## src/rtl/rsd_pkg.sv

```systemverilog
// rsd_pkg: shared constants, word types and controller/datapath command and status
// structs for the run-length sprite decoder
// no dependencies
`default_nettype none

package rsd_pkg;

    localparam int MAX_WIDTH   = 1024;
    localparam int MAX_ROWS    = 1024;

    localparam int BYTE_W      = 8;
    localparam int CFG_W       = 11;
    localparam int COL_W       = 10;
    localparam int ROW_W       = 10;
    localparam int LIT_W       = 7;
    localparam int FILL_W      = 6;

    localparam int LIT_LIMIT   = 65;
    localparam int WIDTH_RESET = 64;
    localparam int FILL_BASE   = 256 - LIT_LIMIT;

    // position sum holds a column below MAX_WIDTH plus one skip byte
    localparam int SUM_W       = $clog2(MAX_WIDTH + 256);
    localparam int ROWCNT_W    = $clog2(MAX_ROWS);

    localparam logic [BYTE_W-1:0] SKIP_END  = 8'h80;
    localparam logic [BYTE_W-1:0] LIT_START = 8'hBF;

    typedef struct packed {
        logic [BYTE_W-1:0] stream_byte;
        logic              frame_last;
    } in_word_t;

    typedef struct packed {
        logic [COL_W-1:0]  pixel_col;
        logic [ROW_W-1:0]  pixel_row;
        logic [BYTE_W-1:0] pixel_color;
        logic              run_last;
    } out_word_t;

    // position update: add byte, add one, or take off one row width
    typedef enum logic [1:0] {
        ADV_NONE,
        ADV_BYTE,
        ADV_ONE,
        ADV_STEP
    } adv_op_t;

    typedef struct packed {
        logic    capture;
        adv_op_t adv;
        logic    load_lit;
        logic    load_fill;
        logic    dec_lit;
        logic    dec_fill;
        logic    emit;
        logic    run_last;
        logic    clear;
    } dp_cmd_t;

    typedef struct packed {
        logic hdr_skip;
        logic hdr_lit;
        logic frame_last;
        logic lit_one;
        logic fill_one;
        logic col_ge_w;
        logic out_free;
    } dp_stat_t;

endpackage

`default_nettype wire

```

## src/rtl/rsd_ctrl.sv

```systemverilog
// rsd_ctrl: sequencer for the sprite decoder, tracks run phase and drives the datapath
// depends on rsd_pkg
`default_nettype none

module rsd_ctrl (
    input  logic             clk,
    input  logic             rst_n,
    input  logic             in_valid,
    output logic             in_ready,
    input  rsd_pkg::dp_stat_t stat,
    output rsd_pkg::dp_cmd_t  cmd
);
    import rsd_pkg::*;

    typedef enum logic [1:0] {
        ST_IDLE,
        ST_EXEC,
        ST_FILL,
        ST_NORM
    } state_t;

    typedef enum logic [1:0] {
        PH_HEADER,
        PH_LITERAL,
        PH_FILLCOLOR
    } phase_t;

    state_t state_reg, state_next;
    phase_t phase_reg, phase_next;

    assign in_ready = (state_reg == ST_IDLE);

    always_comb
    begin
        state_next = state_reg;
        phase_next = phase_reg;
        cmd        = '0;
        cmd.adv    = ADV_NONE;

        case (state_reg)
            ST_IDLE:
            begin
                if (in_valid)
                begin
                    cmd.capture = 1'b1;
                    state_next  = ST_EXEC;
                end
            end

            ST_EXEC:
            begin
                case (phase_reg)
                    PH_HEADER:
                    begin
                        state_next = ST_IDLE;
                        if (stat.frame_last)
                        begin
                            cmd.clear = 1'b1;
                        end
                        else if (stat.hdr_skip)
                        begin
                            cmd.adv    = ADV_BYTE;
                            state_next = ST_NORM;
                        end
                        else if (stat.hdr_lit)
                        begin
                            cmd.load_lit = 1'b1;
                            phase_next   = PH_LITERAL;
                        end
                        else
                        begin
                            cmd.load_fill = 1'b1;
                            phase_next    = PH_FILLCOLOR;
                        end
                    end

                    PH_LITERAL:
                    begin
                        if (stat.out_free)
                        begin
                            cmd.emit     = 1'b1;
                            cmd.run_last = 1'b1;
                            cmd.adv      = ADV_ONE;
                            cmd.dec_lit  = 1'b1;
                            if (stat.lit_one)
                                phase_next = PH_HEADER;
                            if (stat.frame_last)
                            begin
                                cmd.clear  = 1'b1;
                                phase_next = PH_HEADER;
                                state_next = ST_IDLE;
                            end
                            else
                            begin
                                state_next = ST_NORM;
                            end
                        end
                    end

                    PH_FILLCOLOR:
                    begin
                        // first pixel goes out at the position as it stands
                        if (stat.out_free)
                        begin
                            cmd.emit     = 1'b1;
                            cmd.run_last = stat.fill_one;
                            cmd.adv      = ADV_ONE;
                            cmd.dec_fill = 1'b1;
                            state_next   = ST_FILL;
                            if (stat.fill_one)
                            begin
                                phase_next = PH_HEADER;
                                if (stat.frame_last)
                                begin
                                    cmd.clear  = 1'b1;
                                    state_next = ST_IDLE;
                                end
                                else
                                begin
                                    state_next = ST_NORM;
                                end
                            end
                        end
                    end

                    default:
                    begin
                        phase_next = PH_HEADER;
                        state_next = ST_IDLE;
                    end
                endcase
            end

            ST_FILL:
            begin
                // finish any row wrap before the next pixel
                if (stat.col_ge_w)
                begin
                    cmd.adv = ADV_STEP;
                end
                else if (stat.out_free)
                begin
                    cmd.emit     = 1'b1;
                    cmd.run_last = stat.fill_one;
                    cmd.adv      = ADV_ONE;
                    cmd.dec_fill = 1'b1;
                    if (stat.fill_one)
                    begin
                        phase_next = PH_HEADER;
                        if (stat.frame_last)
                        begin
                            cmd.clear  = 1'b1;
                            state_next = ST_IDLE;
                        end
                        else
                        begin
                            state_next = ST_NORM;
                        end
                    end
                end
            end

            ST_NORM:
            begin
                if (stat.col_ge_w)
                    cmd.adv = ADV_STEP;
                else
                    state_next = ST_IDLE;
            end

            default:
            begin
                state_next = ST_IDLE;
            end
        endcase
    end

    always_ff @(posedge clk or negedge rst_n)
    begin
        if (!rst_n)
        begin
            state_reg <= ST_IDLE;
            phase_reg <= PH_HEADER;
        end
        else
        begin
            state_reg <= state_next;
            phase_reg <= phase_next;
        end
    end

    a_emit_needs_room: assert property (@(posedge clk) disable iff (!rst_n)
        cmd.emit |-> stat.out_free)
        else $error("pixel issued while output register full");

    a_step_needs_wrap: assert property (@(posedge clk) disable iff (!rst_n)
        (cmd.adv == ADV_STEP) |-> stat.col_ge_w)
        else $error("row step without column overrun");

    a_fill_phase: assert property (@(posedge clk) disable iff (!rst_n)
        (state_reg == ST_FILL) |-> (phase_reg == PH_FILLCOLOR))
        else $error("fill state outside fill phase");

    a_accept_exec: assert property (@(posedge clk) disable iff (!rst_n)
        (state_reg == ST_IDLE && in_valid) |=> (state_reg == ST_EXEC))
        else $error("accepted word not executed");

endmodule

`default_nettype wire

```

## src/rtl/rsd_datapath.sv

```systemverilog
// rsd_datapath: width register, position counters, run counters and output register
// depends on rsd_pkg
`default_nettype none

module rsd_datapath (
    input  logic                      clk,
    input  logic                      rst_n,
    input  rsd_pkg::in_word_t         in_word,
    input  logic                      cfg_valid,
    input  logic [rsd_pkg::CFG_W-1:0] cfg_data,
    input  rsd_pkg::dp_cmd_t          cmd,
    output rsd_pkg::dp_stat_t         stat,
    output logic                      out_valid,
    input  logic                      out_ready,
    output rsd_pkg::out_word_t        out_word
);
    import rsd_pkg::*;

    logic [SUM_W-1:0]    width_reg, width_cfg;
    logic [BYTE_W-1:0]   byte_reg;
    logic                last_reg;
    logic [SUM_W-1:0]    col_reg, col_next;
    logic [ROWCNT_W-1:0] row_reg, row_next, row_inc;
    logic [LIT_W-1:0]    lit_reg, lit_next, lit_len;
    logic [FILL_W-1:0]   fill_reg, fill_next, fill_len;
    logic                out_valid_reg, out_valid_next;
    out_word_t           out_word_reg;

    logic [SUM_W-1:0]    add_n;
    logic [SUM_W-1:0]    sum;
    logic                wrap;
    logic                out_free;

    // width of 0 acts as 1, anything above the maximum is clipped
    always_comb
    begin
        if (cfg_data == '0)
            width_cfg = SUM_W'(1);
        else if (32'(cfg_data) > 32'(MAX_WIDTH))
            width_cfg = SUM_W'(MAX_WIDTH);
        else
            width_cfg = SUM_W'(cfg_data);
    end

    always_comb
    begin
        case (cmd.adv)
            ADV_BYTE: add_n = SUM_W'(byte_reg);
            ADV_ONE:  add_n = SUM_W'(1);
            default:  add_n = '0;
        endcase
        sum     = col_reg + add_n;
        wrap    = (cmd.adv != ADV_NONE) && (sum >= width_reg);
        row_inc = (row_reg == ROWCNT_W'(MAX_ROWS - 1)) ? '0 : row_reg + ROWCNT_W'(1);

        col_next = col_reg;
        row_next = row_reg;
        if (cmd.clear)
        begin
            col_next = '0;
            row_next = '0;
        end
        else if (cmd.adv != ADV_NONE)
        begin
            col_next = wrap ? (sum - width_reg) : sum;
            if (wrap)
                row_next = row_inc;
        end
    end

    assign lit_len  = LIT_W'(9'd256 - {1'b0, byte_reg});
    assign fill_len = FILL_W'(BYTE_W'(FILL_BASE) - byte_reg);

    always_comb
    begin
        lit_next  = lit_reg;
        fill_next = fill_reg;
        if (cmd.clear)
        begin
            lit_next  = '0;
            fill_next = '0;
        end
        else
        begin
            if (cmd.load_lit)
                lit_next = lit_len;
            else if (cmd.dec_lit && lit_reg != '0)
                lit_next = lit_reg - LIT_W'(1);
            if (cmd.load_fill)
                fill_next = fill_len;
            else if (cmd.dec_fill && fill_reg != '0)
                fill_next = fill_reg - FILL_W'(1);
        end
    end

    assign out_free = !out_valid_reg || out_ready;

    always_comb
    begin
        out_valid_next = out_valid_reg;
        if (cmd.emit)
            out_valid_next = 1'b1;
        else if (out_ready)
            out_valid_next = 1'b0;
    end

    always_ff @(posedge clk or negedge rst_n)
    begin
        if (!rst_n)
        begin
            width_reg     <= SUM_W'(WIDTH_RESET);
            col_reg       <= '0;
            row_reg       <= '0;
            lit_reg       <= '0;
            fill_reg      <= '0;
            out_valid_reg <= 1'b0;
        end
        else
        begin
            if (cfg_valid)
                width_reg <= width_cfg;
            col_reg       <= col_next;
            row_reg       <= row_next;
            lit_reg       <= lit_next;
            fill_reg      <= fill_next;
            out_valid_reg <= out_valid_next;
        end
    end

    always_ff @(posedge clk)
    begin
        if (cmd.capture)
        begin
            byte_reg <= in_word.stream_byte;
            last_reg <= in_word.frame_last;
        end
        if (cmd.emit)
        begin
            out_word_reg.pixel_col   <= COL_W'(col_reg);
            out_word_reg.pixel_row   <= ROW_W'(row_reg);
            out_word_reg.pixel_color <= byte_reg;
            out_word_reg.run_last    <= cmd.run_last;
        end
    end

    assign stat.hdr_skip   = (byte_reg < SKIP_END);
    assign stat.hdr_lit    = (byte_reg >= LIT_START);
    assign stat.frame_last = last_reg;
    assign stat.lit_one    = (lit_reg <= LIT_W'(1));
    assign stat.fill_one   = (fill_reg == FILL_W'(1));
    assign stat.col_ge_w   = (col_reg >= width_reg);
    assign stat.out_free   = out_free;

    assign out_valid = out_valid_reg;
    assign out_word  = out_word_reg;

    a_width_legal: assert property (@(posedge clk) disable iff (!rst_n)
        cfg_valid |=> (width_reg != '0 && width_reg <= SUM_W'(MAX_WIDTH)))
        else $error("sprite width register out of range");

    a_emit_shows: assert property (@(posedge clk) disable iff (!rst_n)
        cmd.emit |=> out_valid_reg)
        else $error("emitted pixel not presented");

    a_out_hold: assert property (@(posedge clk) disable iff (!rst_n)
        (out_valid_reg && !out_ready) |=> (out_valid_reg && $stable(out_word_reg)))
        else $error("output word changed while stalled");

endmodule

`default_nettype wire

```

## src/rtl/rle_sprite_decode.sv

```systemverilog
// rle_sprite_decode: top level of the run-length sprite decoder
// a header byte is captured in idle and decoded in execute; literal and skip bytes go
// on to normalise, which steps once per extra row a skip crosses; a fill colour emits
// in execute and the fill state, rows wrapping in the pixel cycle; frame-ending bytes
// skip normalise; one fill pixel per cycle while output is free, via one position adder
// async active-low reset: width 64, position at the origin, expecting a run header
`default_nettype none

module rle_sprite_decode (
    input  logic                      clk,
    input  logic                      rst_n,
    input  logic                      in_valid,
    output logic                      in_ready,
    input  rsd_pkg::in_word_t         in_word,
    output logic                      out_valid,
    input  logic                      out_ready,
    output rsd_pkg::out_word_t        out_word,
    input  logic                      cfg_valid,
    output logic                      cfg_ready,
    input  logic [rsd_pkg::CFG_W-1:0] cfg_data
);
    import rsd_pkg::*;

    dp_cmd_t  cmd;
    dp_stat_t stat;

    // width register takes a write in any cycle
    assign cfg_ready = 1'b1;

    rsd_ctrl u_ctrl (
        .clk      (clk),
        .rst_n    (rst_n),
        .in_valid (in_valid),
        .in_ready (in_ready),
        .stat     (stat),
        .cmd      (cmd)
    );

    rsd_datapath u_datapath (
        .clk       (clk),
        .rst_n     (rst_n),
        .in_word   (in_word),
        .cfg_valid (cfg_valid),
        .cfg_data  (cfg_data),
        .cmd       (cmd),
        .stat      (stat),
        .out_valid (out_valid),
        .out_ready (out_ready),
        .out_word  (out_word)
    );

endmodule

`default_nettype wire

```

## config.mk

```make
export PLATFORM = sky130hd
export DESIGN_NAME = rle_sprite_decode
export DESIGN_NICKNAME = d
export VERILOG_FILES = /design/src/rtl/rsd_pkg.sv /design/src/rtl/rsd_ctrl.sv /design/src/rtl/rsd_datapath.sv /design/src/rtl/rle_sprite_decode.sv
export SDC_FILE = /design/constraint.sdc
export NUM_CORES = 1
export LEC_CHECK = 0
export ABC_CLOCK_PERIOD_IN_PS = 8200
export BUFFER_PORTS_ARGS = -buffer_cell sky130_fd_sc_hd__clkbuf_2
export CAP_MARGIN = 10
export CELL_PAD_IN_SITES_DETAIL_PLACEMENT = 1
export CELL_PAD_IN_SITES_GLOBAL_PLACEMENT = 2
export CORE_MARGIN = 2
export CORE_UTILIZATION = 27
export DETAILED_ROUTE_END_ITERATION = 6
export PLACE_DENSITY = 0.64
export SLEW_MARGIN = 20
export SYNTH_ARGS = -nofsm -noshare
export SYNTH_HDL_FRONTEND = slang
export SYNTH_SLANG_ARGS = --single-unit
export TNS_END_PERCENT = 100
```

## constraint.sdc

```tcl
create_clock -name clk -period 8.2 [get_ports clk]
set_clock_uncertainty 0.15 [all_clocks]
set_input_delay 1.64 -clock clk [delete_from_list [all_inputs] [get_ports clk]]
set_output_delay 1.64 -clock clk [all_outputs]
set_load 0.1 [all_outputs]
```

==> qor.yml, run 1 <==
first_iter_violations: 177
cts_buffers: 9
dp_hpwl_mm: 12.6
synth-seq-area-share_pct: 41.7
dp_slack_ns: 1.17
antenna_found_initial: 0
start_util_pct: 27.4
syn_area_um2: 5740
grt_pass1_wl_mm: 26.6
largest_reg_flops: 29
tightest_slew_ns: 0.742
nNetsFinal: 715
vias: 4664
die_h_um: 150
hold_class: "reg2reg"
drv_cap: 0
die_area_um2: 22400
ant_nets: 0
fin_crit_sh_pct: 81.3
grt_max_degree: 51
cts_max_level: 3
synth-main-ff-cell: "dfrtp_1"
synth_seq_cells: 88
syn_area_per_cell_um2: 9.79
synth_top_area_share_pct: 21.4
fin_ws_ns: 1.53
dr.pass1.iters: 4
drc: 0
grt_overflow: 0
slew_violations: 0
drt-total-wl_mm: 16.6
critPathKind: "in2reg"
postCtsSetupBuffers: 0
synthTopCellsByArea: "dfrtp_1, edfxtp_1, ha_1"
cts_resized: 0
cts_sinks: 88
power.density_nw_per_um2: 405
cp_data_required_time_ns: 8.32
cts_buffer_depth: 2
fmax_ghz: 0.150
syn-instance-count: 586
max-vdd-ir-drop_mv: 0.108
synthToLayoutAreaGrowth_pct: 15.6
clk_latency_ns: 0.35
dieWidth_um: 150
place.gp.congestion: 0.840
setup_tns_ns: 0
crit_fanout: 9
synth_edf_count: 38
cts_tree: "done"
routedWlPerCell_um: 18.1
p_leak_nw: 2.73
ctsRootBufferMaster: "clkbuf_16"
hold_buffers: 0
rsz0062_at_grt: "false"
core_area_um2: 21000
hold_viol: 0
grt_pass1_vias: 4730
critPathLaunchType: "primary input"
grtUsageTotal_pct: 15.4
cp.arrival_ns: 6.79
yosys_warnings: 0
fin_crit_ns: 6.67
end_kind: "flip-flop"
setup_viol: 0
synthArstFlopShare_pct: 56.8
outcome: "finished, final reports clean"
clk_pin_slew_ns: 0.07
slew_headroom_pct: 50.5
row_count: 53
synth_top_area_cell: "dfrtp_1"
ys_types: 71
syn_nets: 662
diodes: 0
numPortBuffers: 55
drive_above_1_share_pct: 14.4
nFillCells: 2446
io_pins: 57
viasPerCell: 5.08
routing by layer:
metal / global-route usage [%] / vias to the layer above / share of wire (%)
met5: 0 / - / 0
met4: 4.67 / 0 / 1.2
met3: 1.89 / 11 / 2.7
met2: 23.7 / 77 / 44
met1: 22.6 / 2314 / 52
li1: - / 2262 / -
worst paths after layout:
kind                                             from                        to  slack, ns  depth (start not counted)
min in group asynchronous                       rst_n  u_datapath.width_reg[10]       1.28                          2
worst min-delay path            u_datapath.row_reg[1]   u_datapath.out_word[10]       0.37                          0
max in group asynchronous                       rst_n     u_datapath.lit_reg[3]       6.12                          2
worst max-delay path                        out_ready     u_datapath.col_reg[9]       1.53                         20
worst min register to register  u_datapath.row_reg[1]   u_datapath.out_word[10]       0.37                          0
worst max register to register  u_datapath.col_reg[8]     u_datapath.col_reg[9]       1.59                         23
kinds of logic after synthesis:
| logic type | count (synthesis) | synth area share (%) |
|---|---|---|
| adder cells (fa/ha/maj) | 51 | 11.4 |
| AND/OR/NAND/NOR | 204 | 18.4 |
| XOR/XNOR | 30 | 4.58 |
| AO/OA/AOI/OAI | 153 | 18.8 |
| other | 1 | 0.0654 |
| multiplexers | 8 | 1.44 |
| buffers and inverters | 51 | 3.62 |
| flip-flops | 88 | 41.7 |
stage by stage:
step	utilization (%)	std cells	power (mW)	hold WS, ns	instance area (um^2)
2_1_floorplan	-	586	1.87	0.274	5740
3_3_place_gp	30.1	902	2.23	0.340	6310
3_5_place_dp	30.1	902	2.27	0.351	6310
4_1_cts	31.5	918	2.70	0.367	6600
5_1_grt	31.6	919	2.89	0.390	6630
6_report	31.6	919	2.68	0.366	6630
synth_stat cells (10+ instances only):
library cell and instances:
nor3_1 11, edfxtp_1 38, o21ai_0 36, nor2_1 54
xnor2_1 21, a211oi_1 14, clkbuf_1 10, a21oi_1 25
dfrtp_1 49, and3_1 13, and2_1 12, nand2_1 39
inv_1 34, ha_1 49, a31oi_1 11, nand3_1 18
nor2b_1 12
worst max-delay path, stage by stage:
cell and delay [ns]:
clkbuf_2 0.09, nor2b_1 0.55, nor2_1 0.18, o21ai_0 0.28, ha_1 0.30, and2_1 0.20, ha_1 0.25, a211oi_1 0.23
o21bai_1 0.12, o31ai_1 0.31, nor2b_1 0.21, xor2_1 0.25, inv_1 0.09, ha_1 0.38, and3_1 0.25, and4_1 0.22
nor3_2 0.33, nand2_2 0.22, or4_1 0.48, a41oi_2 0.20
cells in the final DEF (no fill, tap or decap), drive strengths merged, types with 6 or more instances in the layout:
cell     count
o211ai       8
and2        12
xnor2       21
o21ai       38
o2bb2ai      6
clkbuf      65
dfrtp       49
a31oi       11
ha          49
nor3        13
or3          6
nand3       18
xor2         9
a21oi       27
nor2b       12
inv         35
mux2i        6
edfxtp      38
nor2        54
nand2       40
nor4         9
a211oi      14
nand3b       7
and3        13
layout make-up:
class | count | area, um^2 | area share (%)
clock buffers | 10 | 229 | 3.45
clock inverters | 6 | 67.6 | 1.02
inverters | 35 | 131 | 1.98
multi-input cells | 447 | 3150 | 47.5
flip-flops and latches | 88 | 2390 | 36.1
well taps | 275 | 344 | 5.19
repair buffers | 58 | 318 | 4.79
report_power, final:
group / switching, mW / total [mW] / internal, mW
combinational: 1.01 / 1.54 / 0.527
clock: 0.187 / 0.424 / 0.238
sequential: 0.129 / 0.720 / 0.592
total: 1.33 / 2.68 / 1.36
Power figures use the tool's default switching activity.
==> inputs of run 2 (changes only) <==
--- a/config.mk
+++ b/config.mk
@@ -5,7 +5,7 @@
 export SDC_FILE = /design/constraint.sdc
 export NUM_CORES = 1
 export LEC_CHECK = 0
-export ABC_CLOCK_PERIOD_IN_PS = 8200
+export ABC_CLOCK_PERIOD_IN_PS = 5400
 export BUFFER_PORTS_ARGS = -buffer_cell sky130_fd_sc_hd__clkbuf_2
 export CAP_MARGIN = 10
 export CELL_PAD_IN_SITES_DETAIL_PLACEMENT = 1
@@ -13,7 +13,7 @@
 export CORE_MARGIN = 2
 export CORE_UTILIZATION = 27
 export DETAILED_ROUTE_END_ITERATION = 6
-export PLACE_DENSITY = 0.64
+export PLACE_DENSITY = 0.66
 export SLEW_MARGIN = 20
 export SYNTH_ARGS = -nofsm -noshare
 export SYNTH_HDL_FRONTEND = slang
==> constraint.sdc (replaced) <==
create_clock -name clk -period 5.4 [get_ports clk]
set_clock_uncertainty 0.15 [all_clocks]
set_input_delay 1.08 -clock clk [delete_from_list [all_inputs] [get_ports clk]]
set_output_delay 1.08 -clock clk [all_outputs]
set_load 0.1 [all_outputs]
==> qor.yml, run 2 (synthesis gave the netlist of run 1 again) <==
outcome: "finished, final reports clean"  # unchanged
first_iter_violations: 239  # was 177
routedWlPerCell_um: 18.1  # about the same
cp.arrival_ns: 5.51  # was 6.79 ns
crit_fanout: 7  # was 9
fin_ws_ns: 0.0239  # was 1.53 ns
row_count: 53  # unchanged
io_pins: 57  # unchanged
ant_nets: 0  # unchanged
clkPwrFrac_pct: 13.0  # was 15.8%
drv_cap: 0  # unchanged
swShare_pct: 47.2  # was 49.4%
dp_cells: 997  # was 902
grtUsageTotal_pct: 16.9  # was 15.4%
setup_viol: 0  # unchanged
dp_hpwl_mm: 13.9  # was 12.6 mm
cts_buffer_depth: 2  # unchanged
p_sw_mw: 2.34  # was 1.33 mW
final_cells: 1025  # was 919
p_seq_share_pct: 21.1  # was 26.8%
max-vdd-ir-drop_mv: 0.174  # was 0.108 mV
grt_pass1_vias: 5355  # was 4,730
critPathKind: "reg2reg"  # was in2reg
numPortBuffers: 55  # unchanged
vias: 5110  # was 4,664
p_leak_nw: 3.31  # was 2.73 nW
dp_slack_ns: -0.475  # was 1.17 ns
drt-total-wl_mm: 18.5  # was 16.6 mm
hold_viol: 0  # unchanged
cts_sinks: 88  # unchanged
cp_data_required_time_ns: 5.54  # was 8.32 ns
fin_crit_sh_pct: 99.6
cts_tree: "done"  # unchanged
clk_pin_slew_ns: 0.08  # was 0.07 ns
place.gp.congestion: 0.840  # about the same
ctsRootBufferMaster: "clkbuf_16"  # unchanged
power_frac_comb_pct: 66.0  # was 57.3%
largest_reg_flops: 29  # unchanged
die_area_um2: 22400  # unchanged
drc: 0  # unchanged
start_util_pct: 27.4  # unchanged
diodes: 0  # unchanged
critPathLaunchType: "flip-flop"  # was primary input
setup_tns_ns: 0  # unchanged
dieWidth_um: 150  # unchanged
end_kind: "flip-flop"  # unchanged
core_area_um2: 21000  # unchanged
p_int_mw: 2.62  # was 1.36 mW
final_cell_mix: "buf_4, clkbuf_2, nor2_1, dfrtp_1, ha_1"  # was clkbuf_2, nor2_1, ha_1, dfrtp_1, nand2_1
hold_buffers: 0  # unchanged
slew_headroom_pct: 50.5  # about the same
drive_above_1_share_pct: 34.5  # was 14.4%
cts_max_level: 3  # unchanged
grt_overflow: 0  # unchanged
cts_buffers: 9  # unchanged
final_common_cell: "buf_4"  # was clkbuf_2
power.density_nw_per_um2: 635  # was 405 nW/um^2
clk_latency_ns: 0.36  # was 0.35 ns
slew_violations: 0  # unchanged
rsz0062_at_grt: "true"  # was false
dr.pass1.iters: 4  # unchanged
fmax_ghz: 0.186
antenna_found_initial: 0  # unchanged
grt_pass1_wl_mm: 29.3  # was 26.6 mm
viasPerCell: 4.99  # was 5.08
hold_class: "reg2reg"  # unchanged
nNetsFinal: 821  # was 715
fin_crit_ns: 5.38
die_h_um: 150  # unchanged
synthToLayoutAreaGrowth_pct: 36.0  # was 15.6%
grt_max_degree: 51  # unchanged
tightest_slew_ns: 0.742  # about the same
finalPower_mw: 4.96  # was 2.68 mW
-- run 2: per-stage QoR --
step	utilization [%]	area [um^2]	hold slack [ns]
CTS	36.1	7570	0.366
floorplan	-	5750	0.274
global placement	33.6	7030	0.334
finish	37.3	7810	0.371
global route	37.3	7810	0.391
detailed placement	33.6	7030	0.349
-- run 2: routing by layer --
layer / share of wire, % / track usage, % / vias up
met4: 1.2 / 4.29 / 0
met1: 50 / 24.2 / 2524
met5: 0 / 0 / -
met3: 2.8 / 2.10 / 15
met2: 46 / 26.9 / 94
li1: - / - / 2477
-- run 2: power by group through the flow --
stage	clock network (mW)	registers [mW]	logic, mW
after floorplan	0	1.31	1.54
after global placement	0	1.04	2.80
after detailed placement	0	1.06	2.87
after CTS	0.655	1.05	3.06
after global routing	0.679	1.07	3.54
final	0.642	1.05	3.27
-- run 2: critical path, stage by stage, from the launching register on --
cell and delay (ns):
dfstp_2 0.55, inv_4 0.05, ha_4 0.27, nand4_1 0.14, nor2_2 0.18, a21oi_4 0.07, and2_4 0.15, nor2_4 0.14
o21a_1 0.16, ha_2 0.22, and2_4 0.17, ha_4 0.20, a211oi_2 0.19, o21bai_1 0.15, o31ai_2 0.25, nor2b_2 0.20
xor2_1 0.24, inv_1 0.11, ha_4 0.29, and3_4 0.19, and4_4 0.22, or3_4 0.16, o21ai_4 0.06, buf_6 0.16
or4b_4 0.51, a21oi_2 0.13
-- run 2: final timing paths --
path	depth (start not counted)	slack [ns]	start	endpoint
setup / recovery	25	0.02	u_datapath.width_reg[6]	u_datapath.row_reg[5]
hold / removal	0	0.37	u_datapath.row_reg[1]	u_datapath.out_word[10]
setup reg to reg	25	0.02	u_datapath.width_reg[6]	u_datapath.row_reg[5]
hold reg to reg	0	0.37	u_datapath.row_reg[1]	u_datapath.out_word[10]
max in group asynchronous	2	3.89	rst_n	u_datapath.row_reg[9]
min in group asynchronous	2	0.70	rst_n	u_datapath.width_reg[9]
-- run 2: cell type report --
cell class | instances | area [um^2]
multi-input combinational | 447 | 3500
clock buffer | 10 | 239
tap | 275 | 344
sequential | 88 | 2390
timing repair buffer | 164 | 1140
fill | 2424 | 13100
inverter | 35 | 134
clock inverter | 6 | 55.1
-- run 2: repair_timing --
| action | in CTS | in global routing |
|---|---|---|
| buffers inserted | 8 | 3 |
| pin swaps | 26 | 34 |
| endpoints found under the setup margin | 21 | 21 |
| resized for setup | 41 | 41 |
==> inputs of run 3 (changes only) <==
--- a/config.mk
+++ b/config.mk
@@ -10,7 +10,6 @@
 export CAP_MARGIN = 10
 export CELL_PAD_IN_SITES_DETAIL_PLACEMENT = 1
 export CELL_PAD_IN_SITES_GLOBAL_PLACEMENT = 2
-export CORE_MARGIN = 2
 export CORE_UTILIZATION = 27
 export DETAILED_ROUTE_END_ITERATION = 6
 export PLACE_DENSITY = 0.66
==> qor.yml, run 3 (synthesis gave the netlist of run 1 again) <==
grt_pass1_vias: 5520  # was 5,355
grt_max_degree: 51  # unchanged
nNetsFinal: 823  # was 821
numPortBuffers: 55  # unchanged
worst_r2r_endpoint: "u_datapath.col_reg[6]"  # was u_datapath.row_reg[5]
outcome: "finished, final reports clean"  # unchanged
fin_ws_ns: 0.134  # was 0.0239 ns
rrSetupSlack_ns: 0.13  # was 0.02 ns
final_cell_mix: "buf_4, clkbuf_2, dfrtp_1, nor2_1, nand2_1"  # was buf_4, clkbuf_2, nor2_1, dfrtp_1, ha_1
fin_crit_ns: 5.27  # was 5.38 ns
p_sw_mw: 2.38  # was 2.34 mW
swShare_pct: 46.4  # was 47.2%
hold_class: "reg2reg"  # unchanged
power.density_nw_per_um2: 640  # was 635 nW/um^2
core_area_um2: 20600  # was 21,000 um^2
nFillCells: 2335  # was 2,424
p_seq_share_pct: 20.5  # was 21.1%
cts_buffer_depth: 2  # unchanged
cp_data_required_time_ns: 5.47  # was 5.54 ns
clk_pin_slew_ns: 0.07  # was 0.08 ns
dp_slack_ns: -0.710  # was -0.475 ns
diodes: 0  # unchanged
synthToLayoutAreaGrowth_pct: 39.4  # was 36.0%
final_common_cell: "buf_4"  # unchanged
die_area_um2: 21800  # was 22,400 um^2
critPathLaunchType: "flip-flop"  # unchanged
clk_latency_ns: 0.36  # about the same
setup_viol: 0  # unchanged
drive_above_1_share_pct: 37.6  # was 34.5%
tightest_slew_ns: 0.746  # was 0.742 ns
drv_cap: 0  # unchanged
ant_nets: 0  # unchanged
dr.pass1.iters: 4  # unchanged
startpoint: "u_datapath.width_reg[6]"  # unchanged
drc: 0  # unchanged
start_util_pct: 27.9  # was 27.4%
vias: 5164  # was 5,110
cts_buffers: 9  # unchanged
critPathKind: "reg2reg"  # unchanged
setup.worst_path.end: "u_datapath.col_reg[6]"  # was u_datapath.row_reg[5]
largest_reg_flops: 29  # unchanged
fmax_ghz: 0.190  # was 0.186 GHz
max-vdd-ir-drop_mv: 0.225  # was 0.174 mV
cts_sinks: 88  # unchanged
die_h_um: 148  # was 150 um
slew_headroom_pct: 50.2  # was 50.5%
ctsRootBufferMaster: "clkbuf_16"  # unchanged
dp_hpwl_mm: 14.3  # was 13.9 mm
viasPerCell: 5.05  # was 4.99
worstReg2RegStart: "u_datapath.width_reg[6]"  # unchanged
fin_crit_sh_pct: 97.5  # was 99.6%
routedWlPerCell_um: 18.6  # was 18.1 um
power_frac_comb_pct: 66.9  # was 66.0%
first_iter_violations: 200  # was 239
place.gp.congestion: 0.883  # was 0.840
dieWidth_um: 148  # was 150 um
hold_viol: 0  # unchanged
hold_ws_ns: 0.362  # was 0.371 ns
grt_pass1_wl_mm: 30.0  # was 29.3 mm
ff2ff_path_depth: 27  # was 25
io_pins: 57  # unchanged
end_kind: "flip-flop"  # unchanged
slew_violations: 0  # unchanged
p_int_mw: 2.74  # was 2.62 mW
row_count: 52  # was 53
grtUsageTotal_pct: 18.0  # was 16.9%
cp.arrival_ns: 5.34  # was 5.51 ns
cts_max_level: 3  # unchanged
drt-total-wl_mm: 19.0  # was 18.5 mm
p_leak_nw: 3.36  # was 3.31 nW
clkPwrFrac_pct: 12.6  # was 13.0%
grt_overflow: 0  # unchanged
cts_tree: "done"  # unchanged
crit_fanout: 5  # was 7
hold_buffers: 0  # unchanged
finalPower_mw: 5.12  # was 4.96 mW
antenna_found_initial: 0  # unchanged
## run 3: how the worst min path moves through the flow
| stage | start | endpoint | slack, ns | cells after the start |
|---|---|---|---|---|
| after global routing | u_datapath.row_reg[1] | u_datapath.out_word[10] | 0.39 | 0 |
| after global placement | u_datapath.row_reg[1] | u_datapath.out_word[10] | 0.34 | 0 |
| final | u_datapath.row_reg[3] | u_datapath.out_word[12] | 0.36 | 0 |
| after CTS | u_datapath.row_reg[1] | u_datapath.out_word[10] | 0.37 | 0 |
| after detailed placement | u_datapath.row_reg[3] | u_datapath.out_word[12] | 0.35 | 0 |
| after floorplan | u_datapath.byte_reg[3] | u_datapath.out_word[4] | 0.27 | 0 |
## run 3: what timing repair did
action | 4_1_cts | 5_1_grt
endpoints found under the setup margin | 21 | 21
resized for setup | 50 | 59
pin swaps | 22 | 37
setup buffers | 6 | 6
## run 3: area by class of cell
class / count / area [um^2] / area share (%)
Tap cell: 270 / 338 / 4.22
Clock inverter: 6 / 67.6 / 0.845
Timing Repair Buffer: 166 / 1160 / 14.5
Multi-Input combinational cell: 447 / 3680 / 46.0
Sequential cell: 88 / 2390 / 29.9
Inverter: 35 / 131 / 1.64
Clock buffer: 10 / 229 / 2.86
## run 3: layer usage
metal,routed length (um),track usage [%],up-vias
met5,0,0,-
met1,8930,23.9,2562
met3,550,2.47,25
met2,9090,30.0,93
li1,-,-,2484
met4,399,6.44,0
## run 3: power groups by stage
stage               Sequential, mW  Combinational, mW  Clock, mW
floorplan                     1.31               1.54          0
global placement              1.04               2.86          0
detailed placement            1.05               2.93          0
CTS                           1.05               3.15      0.656
global route                  1.07               3.71      0.686
finish                        1.05               3.43      0.643
## run 3: through the flow
stage | instances | cell area (um^2) | setup TNS [ns] | util [%]
final | 1022 | 8000 | 0 | 38.9
after floorplan | 586 | 5750 | 0 | -
after CTS | 1016 | 7620 | 0 | 37.1
after global placement | 994 | 7040 | -6.27 | 34.2
after detailed placement | 994 | 7040 | -12.23 | 34.2
after global routing | 1022 | 8000 | -1.23 | 38.9
## run 3: worst max-delay path, cell delays in order (launching register included)
cell and delay [ns]:
dfstp_2 0.53, inv_2 0.05, ha_4 0.27, nand4_1 0.11, nor2_1 0.15, a21oi_2 0.08, and2_4 0.15, nor2_4 0.14
o21ai_2 0.08, ha_2 0.20, buf_4 0.14, and2_4 0.14, ha_4 0.18, a211oi_4 0.27, o21bai_4 0.12, buf_4 0.14
a21oi_1 0.20, xnor2_1 0.16, buf_4 0.17, ha_1 0.28, and3_4 0.18, and4_1 0.21, buf_6 0.12, nor3_4 0.24
a21oi_4 0.12, buf_12 0.17, mux2i_2 0.27, a211oi_2 0.11
